--- src/hdl/sidau_pkg.sv ---
package sidau_pkg;

	localparam int VALUE_BITS      = 32;
	localparam int IN_BITS         = 32;
	localparam int CHAR_BITS       = 6;
	localparam int DIGIT_BITS      = 4;
	localparam int DIGITS          = ((VALUE_BITS * 1233) >> 12) + 1;
	localparam int IDX_BITS        = $clog2(DIGITS);
	localparam int STEPS_PER_STAGE = 8;
	localparam int DABBLE_STAGES   = (VALUE_BITS + STEPS_PER_STAGE - 1) / STEPS_PER_STAGE;
	localparam int DABBLE_BITS     = DABBLE_STAGES * STEPS_PER_STAGE;

	localparam logic [CHAR_BITS-1:0] MINUS_CODE = CHAR_BITS'(45);
	localparam logic [CHAR_BITS-1:0] DIGIT_BASE = CHAR_BITS'(48);
	localparam logic [CHAR_BITS-1:0] DIGIT_TOP  = CHAR_BITS'(57);

	typedef logic [DIGIT_BITS-1:0] digit_t;
	typedef logic [DIGITS-1:0][DIGIT_BITS-1:0] bcd_t;
	typedef logic [IDX_BITS-1:0] idx_t;

	typedef struct packed {
		logic                   neg;
		bcd_t                   bcd;
		logic [DABBLE_BITS-1:0] bin;
	} dabble_t;

	typedef struct packed {
		logic neg;
		bcd_t bcd;
		idx_t top;
	} text_t;

endpackage

--- src/hdl/signed_int_to_decimal_ascii_unit.sv ---
// path: an input transfer passes the input register, four dabble stages and
// the leading-digit register before the serializer shows its first character
// throughput: one character per cycle while char_stall is low; an item gives
// 1 to 11 characters, sent by the single-character output serializer
// reset: asynchronous, clears all valid and busy flags; no clearing pass
module signed_int_to_decimal_ascii_unit (
	input  logic                            clk,
	input  logic                            arst_n,
	input  logic signed [sidau_pkg::IN_BITS-1:0] value,
	input  logic                            value_valid,
	output logic                            value_stall,
	output logic [sidau_pkg::CHAR_BITS-1:0] character,
	output logic                            last,
	output logic                            char_valid,
	input  logic                            char_stall
);

	logic [sidau_pkg::VALUE_BITS-1:0] raw;
	logic [sidau_pkg::VALUE_BITS-1:0] mag;
	logic                             neg;
	logic                             valid_s1;
	sidau_pkg::dabble_t               data_s1;
	logic                             adv_s1;

	logic               vld [sidau_pkg::DABBLE_STAGES+1];
	sidau_pkg::dabble_t dat [sidau_pkg::DABBLE_STAGES+1];
	logic               stl [sidau_pkg::DABBLE_STAGES+1];

	logic             valid_s6;
	sidau_pkg::text_t text_s6;
	logic             adv_s6;
	logic             ser_stall;

	function automatic sidau_pkg::idx_t top_digit(sidau_pkg::bcd_t b);
		sidau_pkg::idx_t t;
		t = '0;
		for (int k = 0; k < sidau_pkg::DIGITS; k++) begin
			if (b[k] != '0) begin
				t = sidau_pkg::IDX_BITS'(k);
			end
		end
		return t;
	endfunction

	// sign and magnitude
	assign raw         = value[sidau_pkg::VALUE_BITS-1:0];
	assign neg         = raw[sidau_pkg::VALUE_BITS-1];
	assign mag         = neg ? (~raw + 1'b1) : raw;
	assign adv_s1      = !(valid_s1 && stl[0]);
	assign value_stall = !adv_s1;

	always_ff @(posedge clk or negedge arst_n) begin
		if (!arst_n) begin
			valid_s1 <= 1'b0;
		end else if (adv_s1) begin
			valid_s1 <= value_valid;
		end
	end

	always_ff @(posedge clk) begin
		if (adv_s1 && value_valid) begin
			data_s1.neg <= neg;
			data_s1.bcd <= '0;
			data_s1.bin <= sidau_pkg::DABBLE_BITS'(mag);
		end
	end

	assign vld[0] = valid_s1;
	assign dat[0] = data_s1;

	// binary to bcd, shift-and-add-3
	for (genvar g = 0; g < sidau_pkg::DABBLE_STAGES; g++) begin : g_dabble
		sidau_dabble_stage u_stage (
			.clk       (clk),
			.arst_n    (arst_n),
			.in_valid  (vld[g]),
			.in_data   (dat[g]),
			.in_stall  (stl[g]),
			.out_valid (vld[g+1]),
			.out_data  (dat[g+1]),
			.out_stall (stl[g+1])
		);
	end

	// leading digit position
	assign adv_s6  = !(valid_s6 && ser_stall);
	assign stl[sidau_pkg::DABBLE_STAGES] = !adv_s6;

	always_ff @(posedge clk or negedge arst_n) begin
		if (!arst_n) begin
			valid_s6 <= 1'b0;
		end else if (adv_s6) begin
			valid_s6 <= vld[sidau_pkg::DABBLE_STAGES];
		end
	end

	always_ff @(posedge clk) begin
		if (adv_s6 && vld[sidau_pkg::DABBLE_STAGES]) begin
			text_s6.neg <= dat[sidau_pkg::DABBLE_STAGES].neg;
			text_s6.bcd <= dat[sidau_pkg::DABBLE_STAGES].bcd;
			text_s6.top <= top_digit(dat[sidau_pkg::DABBLE_STAGES].bcd);
		end
	end

	sidau_serializer u_serializer (
		.clk        (clk),
		.arst_n     (arst_n),
		.in_valid   (valid_s6),
		.in_text    (text_s6),
		.in_stall   (ser_stall),
		.char_valid (char_valid),
		.char_stall (char_stall),
		.character  (character),
		.last       (last)
	);

endmodule

--- src/hdl/sidau_dabble_stage.sv ---
module sidau_dabble_stage (
	input  logic              clk,
	input  logic              arst_n,
	input  logic              in_valid,
	input  sidau_pkg::dabble_t in_data,
	output logic              in_stall,
	output logic              out_valid,
	output sidau_pkg::dabble_t out_data,
	input  logic              out_stall
);

	logic               valid_sn;
	sidau_pkg::dabble_t data_sn;
	logic               advance;

	function automatic sidau_pkg::dabble_t dabble_steps(sidau_pkg::dabble_t d);
		sidau_pkg::dabble_t r;
		r = d;
		for (int s = 0; s < sidau_pkg::STEPS_PER_STAGE; s++) begin
			for (int k = 0; k < sidau_pkg::DIGITS; k++) begin
				if (r.bcd[k] >= sidau_pkg::DIGIT_BITS'(5)) begin
					r.bcd[k] = r.bcd[k] + sidau_pkg::DIGIT_BITS'(3);
				end
			end
			{r.bcd, r.bin} = {r.bcd, r.bin} << 1;
		end
		return r;
	endfunction

	assign advance   = !(valid_sn && out_stall);
	assign in_stall  = !advance;
	assign out_valid = valid_sn;
	assign out_data  = data_sn;

	always_ff @(posedge clk or negedge arst_n) begin
		if (!arst_n) begin
			valid_sn <= 1'b0;
		end else if (advance) begin
			valid_sn <= in_valid;
		end
	end

	always_ff @(posedge clk) begin
		if (advance && in_valid) begin
			data_sn <= dabble_steps(in_data);
		end
	end

endmodule

--- src/hdl/sidau_serializer.sv ---
module sidau_serializer (
	input  logic                                 clk,
	input  logic                                 arst_n,
	input  logic                                 in_valid,
	input  sidau_pkg::text_t                     in_text,
	output logic                                 in_stall,
	output logic                                 char_valid,
	input  logic                                 char_stall,
	output logic [sidau_pkg::CHAR_BITS-1:0]      character,
	output logic                                 last
);

	logic              busy_q;
	logic              sign_q;
	sidau_pkg::idx_t   pos_q;
	sidau_pkg::bcd_t   bcd_q;
	sidau_pkg::digit_t cur_digit;
	logic              xfer;
	logic              done;
	logic              load;

	always_comb begin
		cur_digit = bcd_q[pos_q];
		character = sign_q ? sidau_pkg::MINUS_CODE
		                   : sidau_pkg::DIGIT_BASE + sidau_pkg::CHAR_BITS'(cur_digit);
		last      = !sign_q && (pos_q == '0);
	end

	assign char_valid = busy_q;
	assign xfer       = busy_q && !char_stall;
	assign done       = xfer && last;
	assign load       = in_valid && (!busy_q || done);
	assign in_stall   = busy_q && !done;

	always_ff @(posedge clk or negedge arst_n) begin
		if (!arst_n) begin
			busy_q <= 1'b0;
		end else if (load) begin
			busy_q <= 1'b1;
		end else if (done) begin
			busy_q <= 1'b0;
		end
	end

	always_ff @(posedge clk) begin
		if (load) begin
			sign_q <= in_text.neg;
			pos_q  <= in_text.top;
			bcd_q  <= in_text.bcd;
		end else if (xfer) begin
			if (sign_q) begin
				sign_q <= 1'b0;
			end else begin
				pos_q <= pos_q - 1'b1;
			end
		end
	end

endmodule

--- config.mk ---
export PLATFORM = sky130hd
export DESIGN_NAME = signed_int_to_decimal_ascii_unit
export DESIGN_NICKNAME = d
export VERILOG_FILES = /design/src/hdl/sidau_pkg.sv /design/src/hdl/signed_int_to_decimal_ascii_unit.sv /design/src/hdl/sidau_dabble_stage.sv /design/src/hdl/sidau_serializer.sv
export SDC_FILE = /design/constraint.sdc
export NUM_CORES = 1
export LEC_CHECK = 0
export BUFFER_PORTS_ARGS = -buffer_cell sky130_fd_sc_hd__buf_2
export CAP_MARGIN = 20
export CORE_MARGIN = 4
export CORE_UTILIZATION = 29
export CTS_BUF_LIST = sky130_fd_sc_hd__clkbuf_8
export CTS_CLUSTER_SIZE = 20
export DETAILED_ROUTE_END_ITERATION = 16
export GPL_ROUTABILITY_DRIVEN = 1
export PLACE_DENSITY = 0.42
export SYNTH_ARGS = -nofsm -noshare
export SYNTH_HDL_FRONTEND = slang
export SYNTH_SLANG_ARGS = --single-unit
export TNS_END_PERCENT = 30
--- constraint.sdc ---
create_clock -name clk -period 8.99 [get_ports clk]
set_input_delay 1.798 -clock clk [delete_from_list [all_inputs] [get_ports clk]]
set_output_delay 1.798 -clock clk [all_outputs]
set_load 0.01 [all_outputs]
### Yosys cells after proc, flatten, opt, wreduce, memory -nomap -nowiden

Index checks and enable logic that the tools add are counted.

| word-level totals | value |
|---|---|
| flip-flop bits (word level) | 338 |

| cells by class | value |
|---|---|
| add/sub/neg operators | 277 |
| magnitude comparators | 275 |
| equality and inequality tests | 1 |
| muxes and demuxes | 530 |
| bitwise logic cells | 1 |
| reduce and logical (&&, ||, !) cells | 42 |

Operators with widths:

| kind | number |
|---|---|
| two-way mux 4 bit | 478 |
| >= comparator 4 x 3 -> 1 bit (second input constant) | 274 |
| adder 4 x 2 -> 4 bit (second input constant) | 251 |
| two-way mux 3 bit | 43 |
| adder 3 x 2 -> 3 bit (second input constant) | 23 |
| nonzero test 4 bit | 9 |
| adder 32 x 1 -> 32 bit (second input constant) | 1 |
| inverter 32 bit | 1 |
| two-way mux 31 bit | 1 |
| logical AND 1 bit | 17 |
| binary-select mux 4 bit (select 4 bit) | 1 |
| zero test 1 bit | 10 |
| adder 5 x 5 -> 6 bit (first input constant) | 1 |
| two-way mux 1 bit | 6 |
| two-way mux 6 bit | 1 |
| < comparator 4 x 5 -> 1 bit (second input constant) | 1 |
| zero test 4 bit | 1 |
| nonzero test 2 bit | 2 |
| subtractor 4 x 1 -> 4 bit (second input constant) | 1 |
| != test 2 bit (second input constant) | 1 |
| AND reduction 2 bit | 1 |
| OR reduction 2 bit | 1 |
| logical OR 1 bit | 1 |

### Longest topological paths before layout

Gate-level depths: netlist of run 1.

| depth | value |
|---|---|
| word-level depth | 33 |
| gate-level depth with buffers | 37 |

### By module

From an unflattened synthesis of run 1, not the netlist that was laid out.

| second synthesis, totals | value |
|---|---|
| cell total of the unflattened synthesis | 7090 |
| area total of the unflattened synthesis | 57252.4 µm² |

Modules (own cells, without submodules):

| module | times used | cells an instance | area an instance (µm²) | seq. area each (µm²) |
|---|---|---|---|---|
| sidau_dabble_stage | 4 | 1693 | 12990.0 | 1976.9 |
| signed_int_to_decimal_ascii_unit | 1 | 199 | 3290.7 | 2392.3 |
| sidau_serializer | 1 | 119 | 2001.9 | 1376.3 |

### Worst setup path after synthesis of run 1

No wires, ideal clock.

| path | value |
|---|---|
| path type | register to register |
| start | register g_dabble[0].u_stage.data_sn (netlist bit g_dabble[0].u_stage.out_data[32]) |
| end | register g_dabble[1].u_stage.data_sn (netlist bit g_dabble[1].u_stage.out_data[37]) (data pin) |
| library setup time | 0.262 ns |
| arrival | 6.301 ns |
| data required time | 8.728 ns |
| path slack | 2.427 ns |
| cell stages (with the launch flop) | 36 |
| path through | edfxtp_1 -> buf_2 -> inv_1 -> ha_1 -> nand2b_1 -> a21oi_4 -> mux2i_1 -> a22oi_1 -> nand2_1 -> inv_1 -> ha_1 -> a31o_2 -> a31oi_1 -> a211oi_1 -> o21ai_0 -> and2_1 -> ha_1 -> nand3b_1 -> a21oi_1 -> o21ai_0 -> inv_1 -> ha_1 -> a2111oi_0 -> a311o_1 -> a2bb2oi_2 -> inv_1 -> ha_1 -> o21ai_0 -> a21boi_0 -> inv_1 -> ha_1 -> o21a_1 -> o31ai_1 -> and2_1 -> o21bai_1 -> xnor2_1 |

| on the way | value |
|---|---|
| longest elaborated chain between the ends | 23 |

Ends and longest elaborated chain:

| what | line | source |
|---|---|---|
| start, declared | sidau_dabble_stage.sv:13 | `sidau_pkg::dabble_t data_sn;` |
| start signal, assigned | sidau_dabble_stage.sv:45 | `data_sn <= dabble_steps(in_data);` |
| adder 4 x 2 -> 4 bit / >= comparator 4 x 3 -> 1 bit (equally long branches) | sidau_dabble_stage.sv:22, sidau_dabble_stage.sv:21 |  |
| two-way mux 4 bit * | sidau_dabble_stage.sv:21 | `if (r.bcd[k] >= sidau_pkg::DIGIT_BITS'(5)) begin` |
| two-way mux 4 bit * | sidau_dabble_stage.sv:44 | `if (advance && in_valid) begin` |
| adder 4 x 2 -> 4 bit / >= comparator 4 x 3 -> 1 bit (equally long branches) | sidau_dabble_stage.sv:22, sidau_dabble_stage.sv:21 |  |
| two-way mux 4 bit | sidau_dabble_stage.sv:21 |  |
| two-way mux 4 bit | sidau_dabble_stage.sv:44 |  |
| adder 4 x 2 -> 4 bit / >= comparator 4 x 3 -> 1 bit (equally long branches) | sidau_dabble_stage.sv:22, sidau_dabble_stage.sv:21 |  |
| two-way mux 4 bit | sidau_dabble_stage.sv:21 |  |
| [... 7 more ...] | n/a |  |
| adder 4 x 2 -> 4 bit / >= comparator 4 x 3 -> 1 bit (equally long branches) | sidau_dabble_stage.sv:22, sidau_dabble_stage.sv:21 |  |
| two-way mux 4 bit | sidau_dabble_stage.sv:21 |  |
| two-way mux 4 bit | sidau_dabble_stage.sv:44 |  |
| adder 4 x 2 -> 4 bit / >= comparator 4 x 3 -> 1 bit (equally long branches) | sidau_dabble_stage.sv:22, sidau_dabble_stage.sv:21 |  |
| two-way mux 4 bit | sidau_dabble_stage.sv:21 |  |
| two-way mux 4 bit | sidau_dabble_stage.sv:44 |  |
| adder 4 x 2 -> 4 bit / >= comparator 4 x 3 -> 1 bit (equally long branches) | sidau_dabble_stage.sv:22, sidau_dabble_stage.sv:21 |  |
| two-way mux 4 bit * | sidau_dabble_stage.sv:21 |  |
| end signal, assigned | sidau_dabble_stage.sv:45 |  |
| end, declared | sidau_dabble_stage.sv:13 |  |

Mark *: on every way between the ends. The rest lies on a longest branch, timed or not. The select of a mux whose other input is x is not followed.
A chain may end at the register's enable or synchronous reset.

### Worst setup path after layout of run 1

Ends and elaborated chain as after synthesis.

==> reports/results.ini, run 1 <==
[sta]
rsz0062_at_grt = no
fmax_mhz = 132
worst_slew_pin_slew_ns = 1.03
drv_slew = 0
slew_headroom = 0.315
setup-violations-final = 0
hold_violations = 0
min_period_ns = 7.60
tns_ns = 0
fin_crit_sh = 0.846
fin_skew_ns = 0.0427

[route]
viasPerCell = 5.05
num_vias = 23201
wl_per_cell_um = 13.1
routed_wl_mm = 60.3
antenna_left = 0
drcViolationCount = 0
drt_first_iter_violations = 1278
dr.pass1.iters = 8

[setup_path]
crit_fanout = 9
r2r-start = g_dabble[0].u_stage.out_data[32]
cpMostUsedCell = ha_1
path_class = register to register
cp-end-kind = register
cp.required_ns = 9.36
arrival_ns = 7.97
critPathMaxStageDelay_ns = 0.67
crit_start = g_dabble[0].u_stage.out_data[32]
worst_setup_path_start_kind = register
slowest_stage = mux2i_1

[place]
placed_area_um2 = 29500
hpwlAfterDp_mm = 45.6
port_buffers = 43
dp.cells = 4492
gp_congestion = 0.762

[finish]
area_delta_synth_final_pct = 9.68
ff_latch_area_um2 = 8490
final_util = 0.322
finalNonFillerCells = 4590
multi_input_area_um2 = 18300
fillers = 9931
layout.nets = 3471
stdcell_area_um2 = 30600
n_antenna_cell = 0
drive_above_1_share = 0.104

[pwr]
powerDensity_nw_per_um2 = 314
p_leak_nw = 11.8
vdd_drop_max_v = 0.000210

[synth]
ys_ff_latch = 284
ys_warn_count = 0
syn-cell-area_um2 = 27900
syn_nets = 3437
ys.flop_type = edfxtp_1
ys_types = 115
synth_edf_count = 277
async_flop_share = 0.0246
synth_seq_area_share = 0.304
synth.avg_cell_area_um2 = 8.58
syn-instance-count = 3250

[clock_network]
cts.htree.levels = 2
cts_buffer_depth = 3
cts.sinks = 284
clk_root_buffer_cell = clkbuf_8
postCtsSetupRepairBufs = 0
cts_hold_buf = 0
cts_buffers = 55
cts_tree = done
clkSlewWorstSetupHoldPaths_ns = 0.06
cts_resized = 0
clk_latency_ns = 0.65

[worst_hold_path]
hp-start = dat[307]
hp-class = register to register

[global_route]
grtUsageTotal = 0.115
grt_max_degree = 46
antenna_found_initial = 1
overflow = 0
grt_pass1_vias = 21752
grt_pass1_wl_mm = 104

[outcome]
status = completed

[floorplanning]
coreArea_um2 = 95200
die_w_um = 318
initial_core_util = 0.293
rows = 113
dieArea_um2 = 101000
die_h_um = 318
io_pins = 45

[flow_run]
maxCapViolations = 0

==> stage by stage <==
stage	total power [mW]	setup slack, ns	hold WS (ns)
after floorplan	7.28	2.43	0.400
after global placement	8.31	1.48	0.400
after detailed placement	8.31	1.38	0.405
after CTS	9.74	1.38	0.399
after global routing	10.8	0.636	0.422
final	9.61	1.39	0.407
==> sequential cells by signal, summed over array words and instances, names as in the netlist, 4 cells and up <==
signal / flops
u_serializer.bcd_q: 40
dat: 33
u_serializer.pos_q: 4
g_dabble.u_stage.out_data: 154
g_dabble.u_stage.out_valid: 4
text_s6: 45
==> cell usage in the layout, fill, tap and decap left out, types with 17 or more instances in the layout <==
cell      synthesis  routed
o22ai_1          34      34
nand2b_1         77      77
inv_1           207     216
or3_1            29      29
o21ai_0         242     242
o211ai_1         56      56
a31oi_1          34      33
edfxtp_1        277     277
a211oi_1         56      56
nand2_1         293     293
o32ai_1          17      17
or2_2            40      40
nor2_1          271     271
nor3_1           70      70
mux2i_1         108     108
xnor2_1          95      95
o21a_1           48      48
clkbuf_8          0      55
a21oi_1         211     211
nor2b_1          65      64
o21bai_1         32      32
o21ai_1          46      46
a21boi_0         21      21
nand3_1          62      62
buf_2            16      43
and3_1           33      33
mux2_2           59      59
ha_1            151     151
a21o_1           37      37
and2_1           33      30
o31ai_1          27      27
xor2_1           36      36
o211a_1          19      19
==> logic make-up after synthesis <==
kind of cell,synth area share
DFF,0.304
AOI/OAI and AO/OA,0.274
and+or+nand+nor,0.191
adders and majority gates,0.0681
other,0.000134
xor gates and xnor gates,0.0497
muxes,0.0725
buffers and inverters,0.0403
==> final timing paths <==
check / endpoint / slack (ns) / cells after the start
worst max register to register: g_dabble[1].u_stage.out_data[37] / 1.39 / 33
max in group asynchronous: g_dabble[0].u_stage.out_valid / 7.73 / 1
worst min-delay path: g_dabble[0].u_stage.out_data[23] / 0.41 / 0
worst max-delay path: g_dabble[1].u_stage.out_data[37] / 1.39 / 33
worst min register to register: g_dabble[0].u_stage.out_data[23] / 0.41 / 0
min in group asynchronous: g_dabble[2].u_stage.out_valid / 1.04 / 1
==> synthesized netlist by cell type, types with 37 or more instances <==
master    count  area, um^2
a211oi_1     56         420
a21o_1       37         278
a21oi_1     211        1060
clkbuf_1     54         203
edfxtp_1    277        8320
ha_1        151        1890
inv_1       207         777
mux2_2       59         664
mux2i_1     108        1080
nand2_1     293        1100
nand2b_1     77         482
nand3_1      62         310
nor2_1      271        1020
nor2b_1      65         407
nor3_1       70         350
o211ai_1     56         420
o21a_1       48         360
o21ai_0     242        1210
o21ai_1      46         230
or2_2        40         250
xnor2_1      95         832
==> worst max-delay path: cells and delay by family (launching register included) <==
kind,cells,cell delay [ns]
and+or+nand+nor,4,0.66
DFF,1,0.52
buffers and inverters,5,0.51
adders and majority gates,6,1.22
AOI/OAI and AO/OA,16,3.59
muxes,1,0.67
xor gates and xnor gates,1,0.14
==> where the power goes <==
| group | internal (mW) | switching, mW |
|---|---|---|
| Clock | 0.746 | 0.592 |
| Combinational | 2.71 | 3.69 |
| Sequential | 1.85 | 0.0296 |
==> area by class of cell <==
type	count	area share
clock buffers	55	0.0247
inverters	216	0.0265
multi-input cells	2674	0.598
well taps	1265	0.0517
flip-flops and latches	284	0.278
clock inverters	43	0.0117
repair buffers	53	0.00949
==> routing by layer <==
metal	share of wire	global-route usage	up-vias	wire length, um
li1	-	-	12308	-
met1	0.50	0.157	10589	29900
met2	0.46	0.196	236	27700
met3	0.030	0.0171	68	1830
met4	0.015	0.0223	0	899
met5	0	0	-	0
(Power assumes the default switching activity.)
==> run 2: changes to the inputs <==
--- a/config.mk
+++ b/config.mk
@@ -5,6 +5,7 @@
 export SDC_FILE = /design/constraint.sdc
 export NUM_CORES = 1
 export LEC_CHECK = 0
+export ABC_AREA = 1
 export BUFFER_PORTS_ARGS = -buffer_cell sky130_fd_sc_hd__buf_2
 export CAP_MARGIN = 20
 export CORE_MARGIN = 4
@@ -13,7 +14,7 @@
 export CTS_CLUSTER_SIZE = 20
 export DETAILED_ROUTE_END_ITERATION = 16
 export GPL_ROUTABILITY_DRIVEN = 1
-export PLACE_DENSITY = 0.42
+export PLACE_DENSITY = 0.43
 export SYNTH_ARGS = -nofsm -noshare
 export SYNTH_HDL_FRONTEND = slang
 export SYNTH_SLANG_ARGS = --single-unit
==> constraint.sdc (replaced) <==
create_clock -name clk -period 6.9 [get_ports clk]
set_input_delay 1.38 -clock clk [delete_from_list [all_inputs] [get_ports clk]]
set_output_delay 1.38 -clock clk [all_outputs]
set_load 0.01 [all_outputs]
==> reports/results.ini, run 2 <==
[route]
antenna_left = 0  ; unchanged
drt_first_iter_violations = 635  ; -50%
drcViolationCount = 0  ; unchanged
num_vias = 21370  ; -7.9%
wl_per_cell_um = 10.6  ; -20%
dr.pass1.iters = 7  ; -1
routed_wl_mm = 51.5  ; -15%
viasPerCell = 4.38  ; -13%

[place]
port_buffers = 43  ; unchanged
hpwlAfterDp_mm = 41.8  ; -8.4%
placed_area_um2 = 27600  ; -6.5%
gp_congestion = 0.755  ; -1.0%

[setup_path]
path_class = register to register
worst_setup_path_start_kind = register
r2r_cells = 44  ; +33%
rrSetupSlack_ns = 0.91  ; -0.48 ns
arrival_ns = 6.35  ; -1.62 ns
critPathMaxStageDelay_ns = 0.42  ; -0.25 ns
cp.required_ns = 7.26  ; -2.10 ns
reg2reg_to = g_dabble[1].u_stage.out_data[50]
cp-end-kind = register
r2r-start = g_dabble[0].u_stage.out_data[36]
slowest_stage = edfxtp_1
crit_fanout = 5  ; -4

[outcome]
status = completed

[floorplanning]
dieArea_um2 = 93900  ; -7.2%
die_h_um = 307  ; -3.7%
die_w_um = 307  ; -3.7%
coreArea_um2 = 88400  ; -7.1%
rows = 109  ; -3.5%
io_pins = 45  ; unchanged
initial_core_util = 0.292  ; -0.000751

[sta]
worst_slew_pin_slew_ns = 0.810  ; -0.218 ns
drv_slew = 0  ; unchanged
slew_headroom = 0.454  ; +0.139
setup-violations-final = 0  ; unchanged
holdWs_ns = 0.400  ; -0.00684 ns
rsz0062_at_grt = no
min_period_ns = 5.99  ; -1.61 ns
hold_violations = 0  ; unchanged
fin_crit_sh = 0.869  ; +0.0228
tns_ns = 0  ; unchanged
fmax_mhz = 167  ; +27%
fin_skew_ns = 0.0222  ; -0.0205 ns

[finish]
layout_commonest_cell = nand2_1
drive_above_1_share = 0.151  ; +0.0473
stdcell_area_um2 = 28600  ; -6.4%
layout.nets = 3859  ; +11%
final_cell_mix = 1154 x nand2_1, 597 x inv_1, 361 x nand3_1
largest_register_ffs = 154  ; unchanged
fillers = 9520  ; -4.1%
area_delta_synth_final_pct = 10.8

[clock_network]
cts_buffer_depth = 3  ; unchanged
cts_resized = 0  ; unchanged
clk_latency_ns = 0.63  ; -0.02 ns
cts.htree.levels = 2  ; unchanged
clkSlewWorstSetupHoldPaths_ns = 0.07  ; about the same
clk_root_buffer_cell = clkbuf_8
cts_hold_buf = 0  ; unchanged
postCtsSetupRepairBufs = 0  ; unchanged
cts_buffers = 55  ; unchanged
cts_tree = done
cts.sinks = 284  ; unchanged

[synth]
syn_nets = 3760  ; +9.4%
syn-instance-count = 3573  ; +9.9%
synth.area.top_cells = edfxtp_1 32%, nand2_1 17%, inv_1 8.5%, ha_1 7.3%, nand3_1 7.0%
yosysMostFrequentCell = nand2_1
synth_edf_count = 277  ; unchanged
syn-cell-area_um2 = 25800  ; -7.4%
synth_common_cells = 1154 x nand2_1, 586 x inv_1, 361 x nand3_1
ys_types = 55  ; -52%
synth_seq_area_share = 0.329  ; +0.0242
synth_top_cell_area_share = 0.322  ; +0.0237
yosysTopAreaCell = edfxtp_1
ys_warn_count = 0  ; unchanged
async_flop_share = 0.0246  ; unchanged
ys_ff_latch = 284  ; unchanged
ys.flop_type = edfxtp_1
synth.avg_cell_area_um2 = 7.23  ; -16%

[global_route]
antenna_found_initial = 1  ; unchanged
grtUsageTotal = 0.110  ; -0.00561
overflow = 0  ; unchanged
grt_pass1_wl_mm = 89.9  ; -13%
grt_pass1_vias = 20468  ; -5.9%
grt_max_degree = 50  ; +8.7%

[worst_hold_path]
hold_end = g_dabble[0].u_stage.out_data[27]
hp-class = register to register
hp-start = dat[311]
hold_depth = 0  ; unchanged

[flow_run]
maxCapViolations = 0  ; unchanged

## run 2: cell types whose count changed after synthesis, moves of 126 or more
cell,before,now
nand2_1,293,1154
nand3_1,62,361
inv_1,207,586
nor2_1,271,94
nand2_2,1,199
o21ai_0,242,74
nand4_1,10,136
a21oi_1,211,44
## run 2: worst max-delay path, delay by kind of cell, from the launching register on
family                     cells  cell delay [ns]
AOI/OAI and AO/OA              5             1.07
xor gates and xnor gates       1             0.20
adders and majority gates      6             1.13
buffers and inverters         12             0.95
DFF                            1             0.42
and+or+nand+nor               20             1.92
## run 2: area by class of cell
cell class | count | area [um^2] | area share
Multi-Input combinational cell | 2665 | 15000 | 0.525
Sequential cell | 284 | 8490 | 0.297
Inverter | 615 | 2310 | 0.0806
Tap cell | 1165 | 1460 | 0.0509
Clock buffer | 55 | 757 | 0.0264
Clock inverter | 45 | 324 | 0.0113
Timing Repair Buffer | 51 | 275 | 0.00961
Antenna cell | 1 | 2.50 | 0.0000874
## run 2: routing by layer
metal / part of all wire / track usage / wire (um)
met1: 0.47 / 0.134 / 24100
met2: 0.48 / 0.202 / 24900
met3: 0.027 / 0.0176 / 1400
met4: 0.021 / 0.0279 / 1090
met5: 0 / 0 / 0
## run 2: per-stage QoR
| stage | utilization | std cells | setup slack, ns |
|---|---|---|---|
| finish | 0.324 | 4881 | 0.906 |
| global route | 0.324 | 4881 | 0.0697 |
| CTS | 0.324 | 4880 | 0.867 |
| detailed placement | 0.312 | 4780 | 0.886 |
| global placement | 0.312 | 4780 | 0.972 |
| floorplan | - | 3573 | 1.39 |
## run 2: cell families (layout without fill, tap and decap cells)
logic type / count (synthesis) / count (layout) / synth area share
xor+xnor: 96 / 96 / 0.0376
buf+inv: 624 / 766 / 0.0908
fa+ha+maj: 151 / 151 / 0.0731
simple gates: 2173 / 2173 / 0.410
other cells: 1 / 2 / 0.000145
mux: 2 / 2 / 0.000775
compound gates: 242 / 242 / 0.0585
flops: 284 / 284 / 0.329
## run 2: worst max path at each step
stage / startpoint / endpoint / cells after the start / slack [ns]
after global placement: g_dabble[2].u_stage.out_data[60] / g_dabble[3].u_stage.out_data[70] / 39 / 0.97
after detailed placement: g_dabble[0].u_stage.out_data[36] / g_dabble[1].u_stage.out_data[50] / 47 / 0.89
final: g_dabble[0].u_stage.out_data[36] / g_dabble[1].u_stage.out_data[50] / 44 / 0.91
after CTS: g_dabble[0].u_stage.out_data[36] / g_dabble[1].u_stage.out_data[50] / 44 / 0.87
after global routing: g_dabble[0].u_stage.out_data[36] / g_dabble[1].u_stage.out_data[50] / 47 / 0.07
after floorplan: g_dabble[2].u_stage.out_data[60] / g_dabble[3].u_stage.out_data[70] / 35 / 1.39
Power of run 2 is not shown: default switching activity piles up to over one toggle a cycle in this logic, so the estimate is an artifact.
==> run 3: changes to the inputs <==
--- a/config.mk
+++ b/config.mk
@@ -14,7 +14,7 @@
 export CTS_CLUSTER_SIZE = 20
 export DETAILED_ROUTE_END_ITERATION = 16
 export GPL_ROUTABILITY_DRIVEN = 1
-export PLACE_DENSITY = 0.43
+export PLACE_DENSITY = 0.42
 export SYNTH_ARGS = -nofsm -noshare
 export SYNTH_HDL_FRONTEND = slang
 export SYNTH_SLANG_ARGS = --single-unit
==> constraint.sdc (replaced) <==
create_clock -name clk -period 6.5 [get_ports clk]
set_input_delay 1.3 -clock clk [delete_from_list [all_inputs] [get_ports clk]]
set_output_delay 1.3 -clock clk [all_outputs]
set_load 0.01 [all_outputs]
==> reports/results.ini, run 3 (synthesis results as in run 2) <==
[clock_network]
cts_tree = done
cts_buffer_depth = 3  ; unchanged
cts_hold_buf = 0  ; unchanged
clk_root_buffer_cell = clkbuf_8
clkSlewWorstSetupHoldPaths_ns = 0.06  ; about the same
cts.sinks = 284  ; unchanged
clk_latency_ns = 0.65  ; +0.02 ns
cts.htree.levels = 2  ; unchanged
cts_buffers = 54  ; -1.8%

[sta]
fmax_mhz = 171  ; +2.5%
setup-violations-final = 0  ; unchanged
min_period_ns = 5.85  ; -0.147 ns
fin_skew_ns = 0.0461  ; +0.0239 ns
fin_crit_sh = 0.899  ; +0.0308
worst_slew_pin_slew_ns = 0.758  ; -0.0519 ns
slew_headroom = 0.489  ; +0.0350
hold_violations = 0  ; unchanged
drv_slew = 0  ; unchanged

[setup_path]
arrival_ns = 6.22  ; -0.13 ns
cpMostUsedCell = ha_1
worst_setup_path_start_kind = register
critPathMaxStageDelay_ns = 0.44  ; +0.02 ns
cp.required_ns = 6.87  ; -0.39 ns
slowest_stage = edfxtp_1
cp-end-kind = register
r2r_cells = 38  ; -14%
path_class = register to register
crit_fanout = 5  ; unchanged

[finish]
drive_above_1_share = 0.152  ; +0.000661
layout_commonest_cell = nand2_1
largest_register_ffs = 154  ; unchanged
fillers = 9582  ; +0.65%
area_delta_synth_final_pct = 10.6
final_util = 0.323  ; -0.000594
final_cell_mix = 1154 x nand2_1, 602 x inv_1, 360 x nand3_1
layout.nets = 3860  ; +0.026%

[global_route]
grt_pass1_wl_mm = 91.6  ; +1.9%
grt_pass1_vias = 20619  ; +0.74%
grtUsageTotal = 0.112  ; +0.00253
overflow = 0  ; unchanged
antenna_found_initial = 1  ; unchanged
grt_max_degree = 50  ; unchanged

[outcome]
status = completed

[floorplanning]
die_h_um = 307  ; unchanged
dieArea_um2 = 93900  ; unchanged
coreArea_um2 = 88400  ; unchanged
io_pins = 45  ; unchanged
rows = 109  ; unchanged
initial_core_util = 0.292  ; unchanged
die_w_um = 307  ; unchanged

[route]
dr.pass1.iters = 5  ; -2
viasPerCell = 4.40  ; +0.39%
wl_per_cell_um = 10.8  ; +2.1%
num_vias = 21450  ; +0.37%
routed_wl_mm = 52.6  ; +2.0%
antenna_left = 0  ; unchanged
drt_first_iter_violations = 684  ; +7.7%
drcViolationCount = 0  ; unchanged

[place]
port_buffers = 43  ; unchanged
gp_congestion = 0.754  ; about the same
hpwlAfterDp_mm = 42.8  ; +2.3%

[worst_hold_path]
hp-class = register to register
hold_depth = 0  ; unchanged

[flow_run]
maxCapViolations = 0  ; unchanged

[run 3: cell types whose count changed in the layout (fill, tap and decap cells not counted), sizes merged]
cell / delta
diode: +2
inv: +4
bufinv: -4
buf: +2
clkbuf: +2
clkinvlp: +2
clkinv: -9
[run 3: metrics by stage]
stage / cell area [um^2] / hold slack [ns] / TNS [ns] / cells / setup slack [ns]
floorplan: 25800 / 0.400 / 0 / 3573 / 0.989
global placement: 27600 / 0.401 / 0 / 4781 / 0.562
detailed placement: 27600 / 0.405 / 0 / 4781 / 0.484
global route: 28600 / 0.419 / -0.00291 / 4880 / -0.00291
finish: 28600 / 0.412 / 0 / 4880 / 0.653
CTS: 28500 / 0.413 / 0 / 4876 / 0.458
[run 3: worst paths after layout]
| check | from | endpoint | slack (ns) |
|---|---|---|---|
| worst max-delay path | g_dabble[2].u_stage.out_data[60] | g_dabble[3].u_stage.out_data[70] | 0.65 |
| min in group asynchronous | arst_n | valid_s6 | 0.50 |
| worst min register to register | g_dabble[1].u_stage.out_data[72] | g_dabble[2].u_stage.out_data[72] | 0.41 |
| worst max register to register | g_dabble[2].u_stage.out_data[60] | g_dabble[3].u_stage.out_data[70] | 0.65 |
| worst min-delay path | g_dabble[1].u_stage.out_data[72] | g_dabble[2].u_stage.out_data[72] | 0.41 |
| max in group asynchronous | arst_n | valid_s1 | 5.82 |
[run 3: repair_timing]
| item | CTS | global route |
|---|---|---|
| resized for setup | 0 | 7 |
| setup buffers | 0 | 1 |
| setup endpoints to repair | 0 | 8 |
[run 3: layer usage]
layer  wire length (um)  part of all wire  vias up  global-route usage
li1                   -                 -    11889                   -
met1              24500              0.47     9356               0.137
met2              25700              0.49      143               0.208
met3               1270             0.024       62              0.0166
met4               1010             0.019        0              0.0270
met5                  0                 0        -                   0
[run 3: worst max-delay path, delay by kind of cell, from the launching register on]
family | cells | cell delay, ns
xor gates and xnor gates | 2 | 0.46
and+or+nand+nor | 19 | 2.26
buffers and inverters | 7 | 0.45
DFF | 1 | 0.44
adders and majority gates | 7 | 1.23
AOI/OAI and AO/OA | 3 | 0.77
[run 3: final cells by class]
cell class,instances,area [um^2],share of cell area
Antenna cell,3,7.51,0.000263
Multi-Input combinational cell,2665,15000,0.526
Sequential cell,284,8490,0.297
Clock buffer,57,785,0.0274
Inverter,615,2310,0.0807
Tap cell,1165,1460,0.0510
Clock inverter,38,198,0.00691
Timing Repair Buffer,53,290,0.0102
Power of run 3 is left out for the same reason.
